==> config.mk <==
export PLATFORM = sky130hd
export DESIGN_NAME = decimal_text_number_parser
export DESIGN_NICKNAME = d
export VERILOG_FILES = /design/src/sv/dtnp_pkg.sv /design/src/sv/decimal_text_number_parser.sv /design/src/sv/dtnp_div.sv
export SDC_FILE = /design/constraint.sdc
export NUM_CORES = 1
export LEC_CHECK = 0
export BUFFER_PORTS_ARGS = -buffer_cell sky130_fd_sc_hd__buf_4
export CAP_MARGIN = 20
export CORE_MARGIN = 3
export CORE_UTILIZATION = 28
export DETAILED_ROUTE_END_ITERATION = 16
export GPL_ROUTABILITY_DRIVEN = 0
export HOLD_SLACK_MARGIN = 0.05
export PLACE_DENSITY = 0.47
export RECOVER_POWER = 50
export REMOVE_ABC_BUFFERS = 1
export SLEW_MARGIN = 0
export SYNTH_ARGS = -nofsm -noshare
export SYNTH_HDL_FRONTEND = slang
export SYNTH_SLANG_ARGS = --single-unit
==> constraint.sdc <==
create_clock -name aclk -period 6.3 [get_ports aclk]
set_clock_uncertainty 0.15 [all_clocks]
set_input_delay 0.945 -clock aclk [delete_from_list [all_inputs] [get_ports aclk]]
set_output_delay 0.945 -clock aclk [all_outputs]
set_load 0.02 [all_outputs]
==> src/sv/dtnp_pkg.sv <==
// Shared constants, codes and the power-of-ten table for the decimal text parser.
package dtnp_pkg;

    localparam int DEF_FRAC_DIGITS = 6;
    localparam int DEF_FRAC_BITS   = 16;

    // Fraction accumulator holds at most nine decimal digits.
    localparam int FRAC_W = 30;
    localparam int CNT_W  = 4;

    localparam logic [1:0] ST_OK      = 2'd0;
    localparam logic [1:0] ST_NOMATCH = 2'd1;
    localparam logic [1:0] ST_END     = 2'd2;

    localparam logic [1:0] MODE_INT = 2'd0;
    localparam logic [1:0] MODE_FIX = 2'd1;

    localparam logic [7:0] CH_0     = 8'h30;
    localparam logic [7:0] CH_9     = 8'h39;
    localparam logic [7:0] CH_MINUS = 8'h2D;
    localparam logic [7:0] CH_PLUS  = 8'h2B;
    localparam logic [7:0] CH_DOT   = 8'h2E;
    localparam logic [7:0] CH_SPACE = 8'h20;
    localparam logic [7:0] CH_TAB   = 8'h09;
    localparam logic [7:0] CH_LF    = 8'h0A;
    localparam logic [7:0] CH_CR    = 8'h0D;

    function automatic logic [FRAC_W-1:0] pow10(input logic [CNT_W-1:0] c);
        logic [FRAC_W-1:0] r;
        begin
            case (c)
                4'd0: r = FRAC_W'(1);
                4'd1: r = FRAC_W'(10);
                4'd2: r = FRAC_W'(100);
                4'd3: r = FRAC_W'(1000);
                4'd4: r = FRAC_W'(10000);
                4'd5: r = FRAC_W'(100000);
                4'd6: r = FRAC_W'(1000000);
                4'd7: r = FRAC_W'(10000000);
                4'd8: r = FRAC_W'(100000000);
                default: r = FRAC_W'(1000000000);
            endcase
            return r;
        end
    endfunction

endpackage

==> src/sv/decimal_text_number_parser.sv <==
// Streaming decimal text parser: sequencer, token registers and result buffering.
//
//  channel | direction | ports                                          | handshake
//  --------+-----------+------------------------------------------------+----------------
//  s_      | in        | s_text_byte, s_end_of_text, s_mode             | s_valid/s_ready
//  m_      | out       | m_status, m_number, m_final_of_step            | m_valid/m_ready
//
// Each byte passes through accept, token step, a value beat when the byte closes a token,
// start-of-token step and a flush; no new byte is taken until the flush is done.
// With end of text set, the closing value and the end-of-data beat are added.
// Each fixed-point token that ends also passes through the restoring divider.
// Reset is synchronous on aresetn low and returns the parser to whitespace skipping.
// A result waits in a one-deep holding register so that its final flag is known; the
// sequencer stops while both it and the output register are full and m_ready is low.
module decimal_text_number_parser
    import dtnp_pkg::*;
#(
    parameter int FRAC_DIGITS = DEF_FRAC_DIGITS,
    parameter int FRAC_BITS   = DEF_FRAC_BITS
) (
    input  logic               aclk,
    input  logic               aresetn,
    input  logic               s_valid,
    output logic               s_ready,
    input  logic [7:0]         s_text_byte,
    input  logic               s_end_of_text,
    input  logic [1:0]         s_mode,
    output logic               m_valid,
    input  logic               m_ready,
    output logic [1:0]         m_status,
    output logic signed [31:0] m_number,
    output logic               m_final_of_step
);

    localparam int MAG_W = 32 + FRAC_BITS;
    localparam logic [MAG_W-1:0] NEG_LIM = MAG_W'(64'h8000_0000);
    localparam logic [MAG_W-1:0] POS_LIM = MAG_W'(64'h7FFF_FFFF);

    typedef enum logic [3:0] {
        S_IDLE, S_ACCEPT, S_START, S_EOT, S_DSTART, S_DIV, S_VALUE, S_END, S_FLUSH
    } state_t;

    typedef enum logic [1:0] {PH_SKIP, PH_SIGN, PH_INT, PH_FRAC} phase_t;

    state_t            state_reg;
    phase_t            phase_reg;
    logic [1:0]        tmode_reg;
    logic              neg_reg;
    logic [31:0]       int_reg;
    logic [FRAC_W-1:0] frac_reg;
    logic [CNT_W-1:0]  fcnt_reg;
    logic              at_eot_reg;

    logic [7:0]        byte_reg;
    logic              eot_reg;
    logic [1:0]        mode_reg;

    logic              held_valid_reg;
    logic [1:0]        held_status_reg;
    logic [31:0]       held_number_reg;

    logic              m_valid_reg;
    logic [1:0]        m_status_reg;
    logic [31:0]       m_number_reg;
    logic              m_final_reg;

    logic              is_digit;
    logic              is_space;
    logic              start_ok;
    logic [3:0]        digit;
    logic [35:0]       int_acc;
    logic [31:0]       int_sat;
    logic [FRAC_W+3:0] frac_acc;

    logic              div_start;
    logic [FRAC_BITS-1:0] div_q;
    logic              div_done;

    logic [MAG_W-1:0]  mag;
    logic [MAG_W-1:0]  mag_sat;
    logic [31:0]       value;

    logic              out_free;
    logic              can_emit;
    logic              emit_req;
    logic [1:0]        emit_status;
    logic [31:0]       emit_number;
    logic              emit_fire;

    always_comb begin
        is_digit = (byte_reg >= CH_0) && (byte_reg <= CH_9);
        is_space = byte_reg inside {CH_SPACE, CH_TAB, CH_LF, CH_CR};
        start_ok = ((mode_reg == MODE_INT) || (mode_reg == MODE_FIX)) &&
                   (is_digit || (byte_reg == CH_MINUS) ||
                    ((byte_reg == CH_PLUS) && (mode_reg == MODE_FIX)));
        digit    = byte_reg[3:0] - CH_0[3:0];
        int_acc  = ({4'd0, int_reg} << 3) + ({4'd0, int_reg} << 1) + 36'(digit);
        int_sat  = (int_acc > 36'h8000_0000) ? 32'h8000_0000 : int_acc[31:0];
        frac_acc = ({4'd0, frac_reg} << 3) + ({4'd0, frac_reg} << 1) + (FRAC_W + 4)'(digit);
    end

    // Token value: integer part plus, in fixed-point mode, the scaled fraction, clamped by sign.
    always_comb begin
        if (tmode_reg == MODE_FIX) begin
            mag = (MAG_W'(int_reg) << FRAC_BITS) + MAG_W'(div_q);
        end else begin
            mag = MAG_W'(int_reg);
        end
        if (neg_reg) begin
            mag_sat = (mag > NEG_LIM) ? NEG_LIM : mag;
            value   = 32'd0 - mag_sat[31:0];
        end else begin
            mag_sat = (mag > POS_LIM) ? POS_LIM : mag;
            value   = mag_sat[31:0];
        end
    end

    always_comb begin
        emit_req    = 1'b0;
        emit_status = ST_NOMATCH;
        emit_number = '0;
        case (state_reg)
            S_ACCEPT: emit_req = (phase_reg == PH_SIGN) && !is_digit;
            S_START:  emit_req = !is_space && !start_ok;
            S_EOT:    emit_req = eot_reg && (phase_reg == PH_SIGN);
            S_VALUE: begin
                emit_req    = 1'b1;
                emit_status = ST_OK;
                emit_number = value;
            end
            S_END: begin
                emit_req    = 1'b1;
                emit_status = ST_END;
            end
            default: emit_req = 1'b0;
        endcase
    end

    assign out_free  = !m_valid_reg || m_ready;
    assign can_emit  = !held_valid_reg || out_free;
    assign emit_fire = emit_req && can_emit;
    assign div_start = (state_reg == S_DSTART);

    dtnp_div #(
        .QW(FRAC_BITS)
    ) u_div (
        .aclk     (aclk),
        .aresetn  (aresetn),
        .start    (div_start),
        .dividend (frac_reg),
        .divisor  (pow10(fcnt_reg)),
        .quotient (div_q),
        .done     (div_done)
    );

    always_ff @(posedge aclk) begin
        if (m_ready) begin
            m_valid_reg <= 1'b0;
        end

        case (state_reg)
            S_IDLE: begin
                if (s_valid) begin
                    byte_reg   <= s_text_byte;
                    eot_reg    <= s_end_of_text;
                    mode_reg   <= s_mode;
                    at_eot_reg <= 1'b0;
                    state_reg  <= S_ACCEPT;
                end
            end
            S_ACCEPT: begin
                case (phase_reg)
                    PH_SIGN: begin
                        if (is_digit) begin
                            int_reg   <= 32'(digit);
                            phase_reg <= PH_INT;
                            state_reg <= S_EOT;
                        end else if (emit_fire) begin
                            state_reg <= S_START;
                        end
                    end
                    PH_INT: begin
                        if (is_digit) begin
                            int_reg   <= int_sat;
                            state_reg <= S_EOT;
                        end else if ((byte_reg == CH_DOT) && (tmode_reg == MODE_FIX)) begin
                            phase_reg <= PH_FRAC;
                            state_reg <= S_EOT;
                        end else begin
                            state_reg <= (tmode_reg == MODE_FIX) ? S_DSTART : S_VALUE;
                        end
                    end
                    PH_FRAC: begin
                        if (is_digit) begin
                            if (fcnt_reg < CNT_W'(FRAC_DIGITS)) begin
                                frac_reg <= frac_acc[FRAC_W-1:0];
                                fcnt_reg <= fcnt_reg + CNT_W'(1);
                            end
                            state_reg <= S_EOT;
                        end else begin
                            state_reg <= S_DSTART;
                        end
                    end
                    default: state_reg <= S_START;
                endcase
            end
            S_START: begin
                if (is_space) begin
                    state_reg <= S_EOT;
                end else if (start_ok) begin
                    tmode_reg <= mode_reg;
                    if (is_digit) begin
                        int_reg   <= 32'(digit);
                        phase_reg <= PH_INT;
                    end else begin
                        neg_reg   <= (byte_reg == CH_MINUS);
                        phase_reg <= PH_SIGN;
                    end
                    state_reg <= S_EOT;
                end else if (emit_fire) begin
                    state_reg <= S_EOT;
                end
            end
            S_EOT: begin
                if (!eot_reg) begin
                    state_reg <= S_FLUSH;
                end else begin
                    at_eot_reg <= 1'b1;
                    case (phase_reg)
                        PH_INT, PH_FRAC: begin
                            state_reg <= (tmode_reg == MODE_FIX) ? S_DSTART : S_VALUE;
                        end
                        PH_SIGN: begin
                            if (emit_fire) begin
                                state_reg <= S_END;
                            end
                        end
                        default: state_reg <= S_END;
                    endcase
                end
            end
            S_DSTART: state_reg <= S_DIV;
            S_DIV: begin
                if (div_done) begin
                    state_reg <= S_VALUE;
                end
            end
            S_VALUE: begin
                if (emit_fire) begin
                    state_reg <= at_eot_reg ? S_END : S_START;
                end
            end
            S_END: begin
                if (emit_fire) begin
                    state_reg <= S_FLUSH;
                end
            end
            S_FLUSH: begin
                if (!held_valid_reg) begin
                    state_reg <= S_IDLE;
                end else if (out_free) begin
                    m_valid_reg    <= 1'b1;
                    m_status_reg   <= held_status_reg;
                    m_number_reg   <= held_number_reg;
                    m_final_reg    <= 1'b1;
                    held_valid_reg <= 1'b0;
                    state_reg      <= S_IDLE;
                end
            end
            default: state_reg <= S_IDLE;
        endcase

        // Every result ends the current token; the previous held beat moves to the output.
        if (emit_fire) begin
            if (held_valid_reg) begin
                m_valid_reg  <= 1'b1;
                m_status_reg <= held_status_reg;
                m_number_reg <= held_number_reg;
                m_final_reg  <= 1'b0;
            end
            held_valid_reg  <= 1'b1;
            held_status_reg <= emit_status;
            held_number_reg <= emit_number;
            phase_reg       <= PH_SKIP;
            tmode_reg       <= MODE_INT;
            neg_reg         <= 1'b0;
            int_reg         <= '0;
            frac_reg        <= '0;
            fcnt_reg        <= '0;
        end

        if (!aresetn) begin
            state_reg      <= S_IDLE;
            phase_reg      <= PH_SKIP;
            tmode_reg      <= MODE_INT;
            neg_reg        <= 1'b0;
            int_reg        <= '0;
            frac_reg       <= '0;
            fcnt_reg       <= '0;
            at_eot_reg     <= 1'b0;
            held_valid_reg <= 1'b0;
            m_valid_reg    <= 1'b0;
        end
    end

    assign s_ready         = (state_reg == S_IDLE);
    assign m_valid         = m_valid_reg;
    assign m_status        = m_status_reg;
    assign m_number        = m_number_reg;
    assign m_final_of_step = m_final_reg;

    a_nonok_zero: assert property (@(posedge aclk) disable iff (!aresetn)
        m_valid && (m_status != ST_OK) |-> (m_number == 32'sd0))
        else $error("non-ok result carries a non-zero number");

    a_end_final: assert property (@(posedge aclk) disable iff (!aresetn)
        m_valid && (m_status == ST_END) |-> m_final_of_step)
        else $error("end-of-data beat is not the last of its byte");

    a_idle_empty: assert property (@(posedge aclk) disable iff (!aresetn)
        s_ready |-> !held_valid_reg)
        else $error("new byte taken while a result is still held");

    a_div_state: assert property (@(posedge aclk) disable iff (!aresetn)
        div_done |-> (state_reg == S_DIV))
        else $error("divider finished outside the divide state");

endmodule

==> src/sv/dtnp_div.sv <==
// Restoring divider producing QW quotient bits of (dividend << QW) / divisor, one per cycle.
module dtnp_div
    import dtnp_pkg::*;
#(
    parameter int QW = DEF_FRAC_BITS
) (
    input  logic              aclk,
    input  logic              aresetn,
    input  logic              start,
    input  logic [FRAC_W-1:0] dividend,
    input  logic [FRAC_W-1:0] divisor,
    output logic [QW-1:0]     quotient,
    output logic              done
);

    localparam int CW = $clog2(QW + 1);

    logic [FRAC_W-1:0] rem_reg;
    logic [FRAC_W-1:0] dsr_reg;
    logic [QW-1:0]     quo_reg;
    logic [CW-1:0]     cnt_reg;
    logic              busy_reg;
    logic              done_reg;

    logic [FRAC_W:0]   rem_shift;
    logic              q_bit;
    logic [FRAC_W:0]   rem_diff;

    // The dividend is always below the divisor, so the remainder stays in FRAC_W bits.
    assign rem_shift = {rem_reg, 1'b0};
    assign q_bit     = rem_shift >= {1'b0, dsr_reg};
    assign rem_diff  = rem_shift - {1'b0, dsr_reg};

    always_ff @(posedge aclk) begin
        done_reg <= 1'b0;
        if (start) begin
            rem_reg  <= dividend;
            dsr_reg  <= divisor;
            cnt_reg  <= CW'(QW);
            busy_reg <= 1'b1;
        end else if (busy_reg) begin
            rem_reg <= q_bit ? rem_diff[FRAC_W-1:0] : rem_shift[FRAC_W-1:0];
            quo_reg <= {quo_reg[QW-2:0], q_bit};
            cnt_reg <= cnt_reg - CW'(1);
            if (cnt_reg == CW'(1)) begin
                busy_reg <= 1'b0;
                done_reg <= 1'b1;
            end
        end
        if (!aresetn) begin
            busy_reg <= 1'b0;
            done_reg <= 1'b0;
            cnt_reg  <= '0;
        end
    end

    assign quotient = quo_reg;
    assign done     = done_reg;

endmodule
==> impl_results.md, run 1 <==
* HPWL after DPL at 34.6 mm
* Cell count after synthesis at 1844
* Buffer levels on the longest clock path at 3
* Final Setup Violations at 0
* Layout cells sized above 1 at 7.29%
* N_diodes at 0
* Synth Area per Inst at roughly 9 µm²
* Die height at 249 µm
* Status: finished, violations left
* Power per cell area at around 250 nW/µm²
* Clk_lat worst skew at 570 ps
* Max-slew violations at approximately 120
* FMAX at roughly 200 MHz
* Port Buffers at around 50
* Gr usage total at between 10% and 20%
* Final hold vios at 0
* Largest net degree at the start of global routing at approximately 70
* CP startpoint kind: register
* Setup TNS at 0 ps
* Detailed Routing Iterations Pass 1 at 7
* Number of global-route vias before repair at 13441
* Cell Area, Synth at around 17000 µm²
* NumNets Final at approximately 2000
* Tcrit/Tclk final at 78.8%
* Drt wl/cell at between 15 and 20 µm
* Commonest non-fill, non-tap cell in the layout: nand2_1
* Layout fillers at slightly above 6000
* Measured slew at the worst slew-check pin at between 2000 and 2500 ps
* Rows at between 80 and 90
* HP Class: register to register
* CTS Buf Count at 30
* Worst VDD drop at about 0.0002 V
* Post-synth top flop: edfxtp_1
* Worst Setup End Kind: register
* Post-cts resize count at 0
* Via count at 13711
* Crit Reg-Reg Startpoint: int_reg[2]
* Maxcap violations at 3
* Drt total wl at 46.4 mm
* Drt drc at 0
* Worst r2r path cells at 16
* Antenna violations before repair at 0
* Non-filler cells, final at roughly 2700
* Post-synthesis sequential area ratio at between 30 and 40%
* Setup Fix Bufs, Post-CTS at 0
* Post-synth cell types at 87
* I/O pins at 52
* Global-route wire length before repair at 74.3 mm
* Hold Startpoint: frac_reg[29]
* CTS Sinks at roughly 230
* Worst R2R Setup Slack at 1340 ps
* RR Endpoint: int_reg[3]
* Worst slack, placed at about 1400 ps
* DRT iter0 DRCs at roughly 780
* Synth async-reset ratio at 0%
* H-tree depth at 1
* Clock root cell: clkbuf_16
* Commonest cells after routing, fill and taps aside: nand2_1, a21oi_1, nor2_1
* Core area at a little under 60000 µm²
* Drt via density at just over 5
* Slew margin rel. at -59.2%
* Worst-path clk slew at ~60 ps
* Hold EP: frac_reg[29]
* Crit path from: int_reg[2]
* CTS Hold Buffers Added at 0
* Fin crit period at between 4000 and 5000 ps
* Post-synth EDFFs at between 100 and 150
* Core Util, Final at 31.9%
* CTS tree: built
* Yosys reg bits at ~230
* Hold path depth at 2
* Crit path required time at 6630 ps
* Dpl cells at between 2000 and 3000
* Die W at ~250 µm
* Die ar. at a little over 60000 µm²
* Failing checks: max-capacitance violations, max-slew violations
* GRT Residual Overflow at 0
* WS Path Type: register to register
* Hold Slack at between 300 and 400 ps
* Pleak at roughly 7.4 nW
* RSZ-0062 raised after global routing: no
* Yosys synthesis warning count at 0
* Starting density of the core at ~28%
* Crit path DAT at between 5000 and 6000 ps
* Synth-to-layout area growth at 12.2%
* Antenna-violating nets left at 0
* Final worst slack at 1340 ps
* Worst-path fanout max at 21
[critical path, stage by stage, from the launching register on]
cell and delay, ps:
dfxtp_1 450, inv_1 140, fa_1 590, inv_1 80
ha_1 320, a211oi_1 400, o21ai_1 260, a32oi_1 240
o21a_1 180, o2bb2ai_2 180, nor3_2 90, or4_1 500
a2111o_1 610, clkinv_2 130, o211ai_2 80, buf_4 300
o22ai_2 170
[worst max path at each step]
stage	endpoint	cells past startpoint
2_1_floorplan	held_number_reg[28]	17
3_3_place_gp	int_reg[3]	15
3_5_place_dp	int_reg[3]	15
4_1_cts	int_reg[3]	15
5_1_grt	u_div.rem_reg[25]	8
6_report	int_reg[3]	16
[per-layer routing]
metal | vias up | global-route usage (%) | wire length, µm
li1 | 6808 | - | -
met1 | 6570 | 20.4 | 22500
met2 | 272 | 23.4 | 20700
met3 | 61 | 1.87 | 2040
met4 | 0 | 4.15 | 1140
met5 | - | 0 | 0
[cell usage after synthesis (all sizes together), types with 34 or more instances]
| cell | n | area, µm² |
|---|---|---|
| mux2i | 34 | 340 |
| dfxtp | 85 | 1700 |
| o21ai | 106 | 602 |
| inv | 62 | 233 |
| and2 | 41 | 257 |
| clkbuf | 59 | 221 |
| nand3 | 40 | 200 |
| edfxtp | 149 | 4470 |
| a21oi | 187 | 947 |
| ha | 158 | 1980 |
| nor2 | 168 | 652 |
| nor3 | 36 | 190 |
| nand2 | 220 | 826 |
| xnor2 | 50 | 438 |
[area by class of cell]
class	instances	area [µm²]	share of cell area [%]
tap	765	957	5.17
clock buffer	43	893	4.82
timing repair buffer	70	364	1.96
clock inverter	13	118	0.635
sequential	234	6180	33.3
inverter	66	249	1.34
multi-input combinational	1467	9770	52.7
[report_power, final]
| part | internal, mW | total [mW] | switching, mW | leakage (nW) |
|---|---|---|---|---|
| sequential | 1.84 | 1.96 | 0.113 | 2.09 |
| clock | 1.06 | 1.74 | 0.682 | 0.504 |
| combinational | 0.371 | 1.02 | 0.649 | 4.83 |
| total | 3.28 | 4.72 | 1.44 | 7.42 |
[per-stage QoR]
stage / power, mW / instance area, µm²
2_1_floorplan: 2.70 / 16200
3_3_place_gp: 3.01 / 17700
3_5_place_dp: 3.02 / 17700
4_1_cts: 4.80 / 18700
5_1_grt: 4.99 / 18500
6_report: 4.72 / 18500
[logic make-up (layout without fill, tap and decap cells)]
group	count (synthesis)	after routing	synth area share (%)
AO/OA/AOI/OAI	505	505	19.8
adder cells (fa/ha/maj)	163	163	12.6
multiplexers	34	34	2.06
buffers and inverters	143	192	3.65
XOR/XNOR	81	81	4.30
flip-flops	234	234	37.4
AND/OR/NAND/NOR	684	684	20.2
No activity file was read; power rests on OpenSTA's default activity.
==> run 2: changes to the inputs <==
--- a/config.mk
+++ b/config.mk
@@ -12,7 +12,7 @@
 export DETAILED_ROUTE_END_ITERATION = 16
 export GPL_ROUTABILITY_DRIVEN = 0
 export HOLD_SLACK_MARGIN = 0.05
-export PLACE_DENSITY = 0.47
+export PLACE_DENSITY = 0.49
 export RECOVER_POWER = 50
 export REMOVE_ABC_BUFFERS = 1
 export SLEW_MARGIN = 0
==> constraint.sdc (replaced) <==
create_clock -name aclk -period 4.2 [get_ports aclk]
set_clock_uncertainty 0.15 [all_clocks]
set_input_delay 0.63 -clock aclk [delete_from_list [all_inputs] [get_ports aclk]]
set_output_delay 0.63 -clock aclk [all_outputs]
set_load 0.02 [all_outputs]
==> impl_results.md, run 2 (synthesis results as in run 1) <==
* Drt total wl at 47.7 mm (+2.9%)
* CP max stage delay at 500 ps (-110 ps)
* Antenna-violating nets left at 0 (unchanged)
* Maxcap violations at 0 (-3)
* Worst slack, placed at -84.7 ps (-1460 ps)
* Starting density of the core at 28.5% (unchanged)
* Crit Reg-Reg Startpoint: byte_reg[3]
* Rows at 88 (unchanged)
* I/O pins at 52 (unchanged)
* Via count at 14153 (+3.2%)
* Commonest non-fill, non-tap cell in the layout: nand2_1
* Final hold vios at 0 (unchanged)
* Number of global-route vias before repair at 13768 (+2.4%)
* Clk_lat worst skew at 580 ps (about the same)
* Tcrit/Tclk final at 97.1% (+18 points)
* DRT iter0 DRCs at 860 (+10%)
* Largest net degree at the start of global routing at 69 (unchanged)
* Final Setup Violations at 0 (unchanged)
* Worst VDD drop at 0.000283 V (+39%)
* Max-slew violations at 0 (-100%)
* Hold Slack at 114 ps (-198 ps)
* Worst Setup End Kind: register
* Hold EP: byte_reg[5]
* Final worst slack at 123 ps (-1210 ps)
* Wire length on met1 at 23.5 mm (+4.3%)
* Measured slew at the worst slew-check pin at 1310 ps (-1070 ps)
* Detailed Routing Iterations Pass 1 at 5 (-2)
* Non-filler cells, final at 2779 (+4.6%)
* CTS tree: built
* HPWL after DPL at 36.1 mm (+4.3%)
* Drt wl/cell at 17.2 µm (-1.6%)
* Met3 WL at 1.80 mm (-12%)
* Worst-path clk slew at 60 ps (about the same)
* CTS Buf Count at 30 (unchanged)
* Worst-path fanout max at 9 (-57%)
* Commonest cells after routing, fill and taps aside: nand2_1, a21oi_1, nor2_1
* Hold Startpoint: s_text_byte[5]
* RR Endpoint: int_reg[1]
* Crit path required time at 4530 ps (-2100 ps)
* NumNets Final at 2170 (+6.0%)
* WS Path Type: register to register
* Top sig layer: met4
* Die ar. at 61900 µm² (unchanged)
* Global-route wire length before repair at 75.8 mm (+2.0%)
* Slowest CP cell: o41a_4
* Total chip power at 7.16 mW (+52%)
* Crit path DAT at 4400 ps (-890 ps)
* Die height at 249 µm (unchanged)
* Crit path cell chain: inv_2 > fa_2 > fa_2 > nor2b_2 > o2111a_1 > nor3_2 > o41a_4 > a211oi_2 > buf_4 > a21oi_2 > xor2_1 > nand2_1 > nor4_4 > buf_4 > nor2_4 > o32ai_2
* Slew margin rel. at 12.3% (+71 points)
* Core area at 58000 µm² (unchanged)
* Layout cells sized above 1 at 15.2% (+7.9 points)
* Seq. cell area at 6180 µm² (+0.10%)
* Die W at 249 µm (unchanged)
* Layout fillers at 5953 (-2.6%)
* Clock root cell: clkbuf_16
* GRT Residual Overflow at 0 (unchanged)
* Drt via density at 5.09 (-1.3%)
* Drt drc at 0 (unchanged)
* Worst r2r path cells at 16 (unchanged)
* Port Buffers at 51 (unchanged)
* Dpl cells at 2710 (+4.2%)
* Fin crit period at 4080 ps (-886 ps)
* Pleak at 8.13 nW (+9.6%)
* Multi-input logic area at 10100 µm² (+3.1%)
* Synth-to-layout area growth at 20.4%
* RSZ-0062 raised after global routing: yes
* Buffer levels on the longest clock path at 3 (unchanged)
* Hold path depth at 1 (-1)
* Antenna violations before repair at 0 (unchanged)
* Power per cell area at 360 nW/µm² (+41%)
* Worst R2R Setup Slack at 120 ps (-1210 ps)
* Status: completed
* H-tree depth at 1 (unchanged)
* Core Util, Final at 34.3% (+2.3 points)
* Met2 WL post-DR at 21.2 mm (+2.4%)
* N_diodes at 0 (unchanged)
* CTS Sinks at 234 (unchanged)
* HP Class: input port to register
* FMAX at 245 MHz (+22%)
* Gr usage total at 14.8% (+0.27 points)
* CP startpoint kind: register
[run 2: power breakdown]
group	total, mW	internal, mW	switching, mW
logic	1.65	0.633	1.02
clock network	2.61	1.58	1.03
registers	2.90	2.76	0.146
total	7.16	4.97	2.19
[run 2: critical path, delay by kind of cell (launching register included)]
family / cells / cell delay, ps
buffers and inverters: 3 / 430
and+or+nand+nor: 5 / 700
adders and majority gates: 2 / 820
AOI/OAI and AO/OA: 5 / 1270
DFF: 1 / 390
xor gates and xnor gates: 1 / 190
[run 2: worst max-delay path by stage]
stage	startpoint	endpoint	slack, ps	cells past startpoint
final	byte_reg[3]	int_reg[1]	120	16
after CTS	byte_reg[3]	int_reg[26]	10	15
after detailed placement	byte_reg[3]	int_reg[3]	-80	15
after global placement	byte_reg[3]	int_reg[3]	-80	15
after global routing	byte_reg[2]	int_reg[1]	-60	17
after floorplan	tmode_reg[0]	held_number_reg[28]	-1870	17
[run 2: timing repair]
item | CTS | global route
gates resized for setup | 11 | 57
hold buffers | 4 | 0
pin swaps | 7 | 28
gates cloned | 0 | 3
hold endpoints to repair | 4 | 0
buffers inserted | 2 | 6
setup endpoints to repair | 31 | 44
[run 2: through the flow]
| step | cell area (µm²) | TNS, ps |
|---|---|---|
| global route | 19900 | -561 |
| CTS | 19600 | 0 |
| detailed placement | 18500 | -1310 |
| finish | 19900 | 0 |
| global placement | 18500 | -884 |
| floorplan | 16200 | -61530 |
[run 2: metal layers]
layer	vias up	track usage, %
met5	-	0
met4	0	4.55
met3	73	1.85
met2	280	23.2
met1	6738	21.2
li1	7062	-
[run 2: final cells by class]
class | count | share of cell area, %
Multi-Input combinational cell | 1467 | 50.7
Sequential cell | 234 | 31.1
Timing Repair Buffer | 193 | 7.05
Tap cell | 765 | 4.81
Clock buffer | 42 | 4.41
Inverter | 66 | 1.25
Clock inverter | 12 | 0.686
==> run 3: changes to the inputs <==
==> constraint.sdc (replaced) <==
create_clock -name aclk -period 4.2 [get_ports aclk]
set_clock_uncertainty 0.15 [all_clocks]
set_input_delay 0.42 -clock aclk [delete_from_list [all_inputs] [get_ports aclk]]
set_output_delay 0.42 -clock aclk [all_outputs]
set_load 0.02 [all_outputs]
==> impl_results.md, run 3 (synthesis results as in run 1) <==
* Status: completed
* Area post-placement at 18500 µm² (unchanged)
* Measured slew at the worst slew-check pin at 1330 ps (+13.9 ps)
* Worst-path fanout max at 9 (unchanged)
* CTS tree: built
* Synth-to-layout area growth at 20.9%
* DRT iter0 DRCs at 839 (-2.4%)
* Buffer levels on the longest clock path at 3 (unchanged)
* Die height at 249 µm (unchanged)
* Core area at 58000 µm² (unchanged)
* Commonest cells after routing, fill and taps aside: nand2_1, a21oi_1, nor2_1
* Slew margin rel. at 11.3% (-0.93 points)
* Via count at 14180 (+0.19%)
* Worst r2r path cells at 17 (+1)
* Pleak at 8.16 nW (+0.41%)
* CTS Sinks at 234 (unchanged)
* Worst path top cell family by delay: compound AO/OA/AOI/OAI gates
* Hold Slack at 111 ps (-3.56 ps)
* Crit path cell chain: ha_4 > ha_4 > inv_2 > fa_2 > nor2b_2 > o2111a_1 > nor3_2 > o41a_4 > a211oi_2 > buf_4 > a21oi_2 > xor2_1 > nand2_1 > nor4_4 > buf_4 > nor2_4 > o32ai_2
* Clk_lat worst skew at 580 ps (about the same)
* Power per cell area at 359 nW/µm² (-0.32%)
* Global-route wire length before repair at 75.9 mm (+0.12%)
* Slowest CP cell: o41a_4
* Tcrit/Tclk final at 97.0% (about the same)
* Antenna-violating nets left at 0 (unchanged)
* Clock root cell: clkbuf_16
* Drt total wl at 47.8 mm (+0.20%)
* Worst VDD drop at 0.000284 V (+0.24%)
* WS Path Type: register to register
* Antenna violations before repair at 0 (unchanged)
* Port Buffers at 51 (unchanged)
* RSZ-0062 raised after global routing: yes
* N_diodes at 0 (unchanged)
* Number of global-route vias before repair at 13809 (+0.30%)
* Setup TNS at 0 ps (unchanged)
* H-tree depth at 1 (unchanged)
* Max-slew violations at 0 (unchanged)
* WP buf/inv at 3 (unchanged)
* WP depth at 17 (+1)
* Gr usage total at 14.8% (about the same)
* HP Class: input port to register
* Detailed Routing Iterations Pass 1 at 5 (unchanged)
* HPWL after DPL at 36.1 mm (unchanged)
* Die ar. at 61900 µm² (unchanged)
* NumNets Final at 2178 (+0.37%)
* CP startpoint kind: register
* Drt drc at 0 (unchanged)
* GRT Residual Overflow at 0 (unchanged)
* Fin crit period at 4080 ps (-0.602 ps)
* Layout cells sized above 1 at 15.1% (-0.060 points)
* Die W at 249 µm (unchanged)
* CTS Buf Count at 30 (unchanged)
* Dpl cells at 2710 (unchanged)
* Drt via density at 5.09 (about the same)
* Maxcap violations at 0 (unchanged)
* Largest net degree at the start of global routing at 69 (unchanged)
* Starting density of the core at 28.5% (unchanged)
* Drt wl/cell at 17.2 µm (about the same)
* CP max stage delay at 500 ps (about the same)
* Worst-path clk slew at 60 ps (about the same)
* FMAX at 245 MHz (about the same)
* Non-filler cells, final at 2787 (+0.29%)
* Commonest non-fill, non-tap cell in the layout: nand2_1
* Worst Setup End Kind: register
* Final Setup Violations at 0 (unchanged)
* Final hold vios at 0 (unchanged)
* Hold path depth at 3 (+2)
* Core Util, Final at 34.4% (+0.14 points)
* I/O pins at 52 (unchanged)
* Rows at 88 (unchanged)
* Crit path DAT at 4400 ps (about the same)
* Design area at 20000 µm² (+0.40%)
* Crit path required time at 4530 ps (about the same)
==> run 3: changes by cell type in the layout (fill, tap and decap cells not counted) <==
| cell | delta |
|---|---|
| dlygate4sd3_1 | +8 |
==> run 3: routing by layer <==
layer	share of wire, %	vias up	GRT usage (%)
met2	44	291	23.3
met4	2.7	0	4.55
li1	-	7075	-
met5	0	-	0
met1	49	6736	21.2
met3	4.0	78	1.84
==> run 3: stage by stage <==
step                      power [mW]  setup slack, ps
after floorplan                 4.04            -1870
after global placement          4.56            -78.1
after detailed placement        4.58            -84.7
after CTS                       7.25             14.5
after global routing            7.56            -58.1
final                           7.17              124
==> run 3: worst min-delay path, cell delays in order <==
cell and delay [ps]:
buf_4 110, nand2b_1 150, a21boi_0 110
==> run 3: worst paths after layout <==
path	startpoint	to	slack, ps
setup / recovery	byte_reg[2]	int_reg[1]	120
setup reg to reg	byte_reg[2]	int_reg[1]	120
hold / removal	m_ready	m_valid	110
hold reg to reg	u_div.quotient[6]	u_div.quotient[7]	310
==> run 3: repair_timing <==
item                                   CTS  global route
resized for setup                       11            57
endpoints found under the hold margin   21             0
hold buffers                            12             0
setup endpoints to repair               31            44
cloned                                   0             3
pin swaps                                7            28
buffers inserted                         2             6
==> run 3: report_power, final <==
part           switching (mW)  total (mW)  internal (mW)  leakage [nW]
clock network            1.03        2.61           1.58         0.504
registers               0.146        2.90           2.76          2.09
logic                    1.02        1.66          0.638          5.57
==> run 3: layout make-up <==
| type | instances | area [µm²] |
|---|---|---|
| Fill cell | 5949 | 38100 |
| Multi-Input combinational cell | 1467 | 10100 |
| Sequential cell | 234 | 6180 |
| Timing Repair Buffer | 201 | 1480 |
| Tap cell | 765 | 957 |
| Clock buffer | 42 | 877 |
| Inverter | 66 | 249 |
| Clock inverter | 12 | 136 |
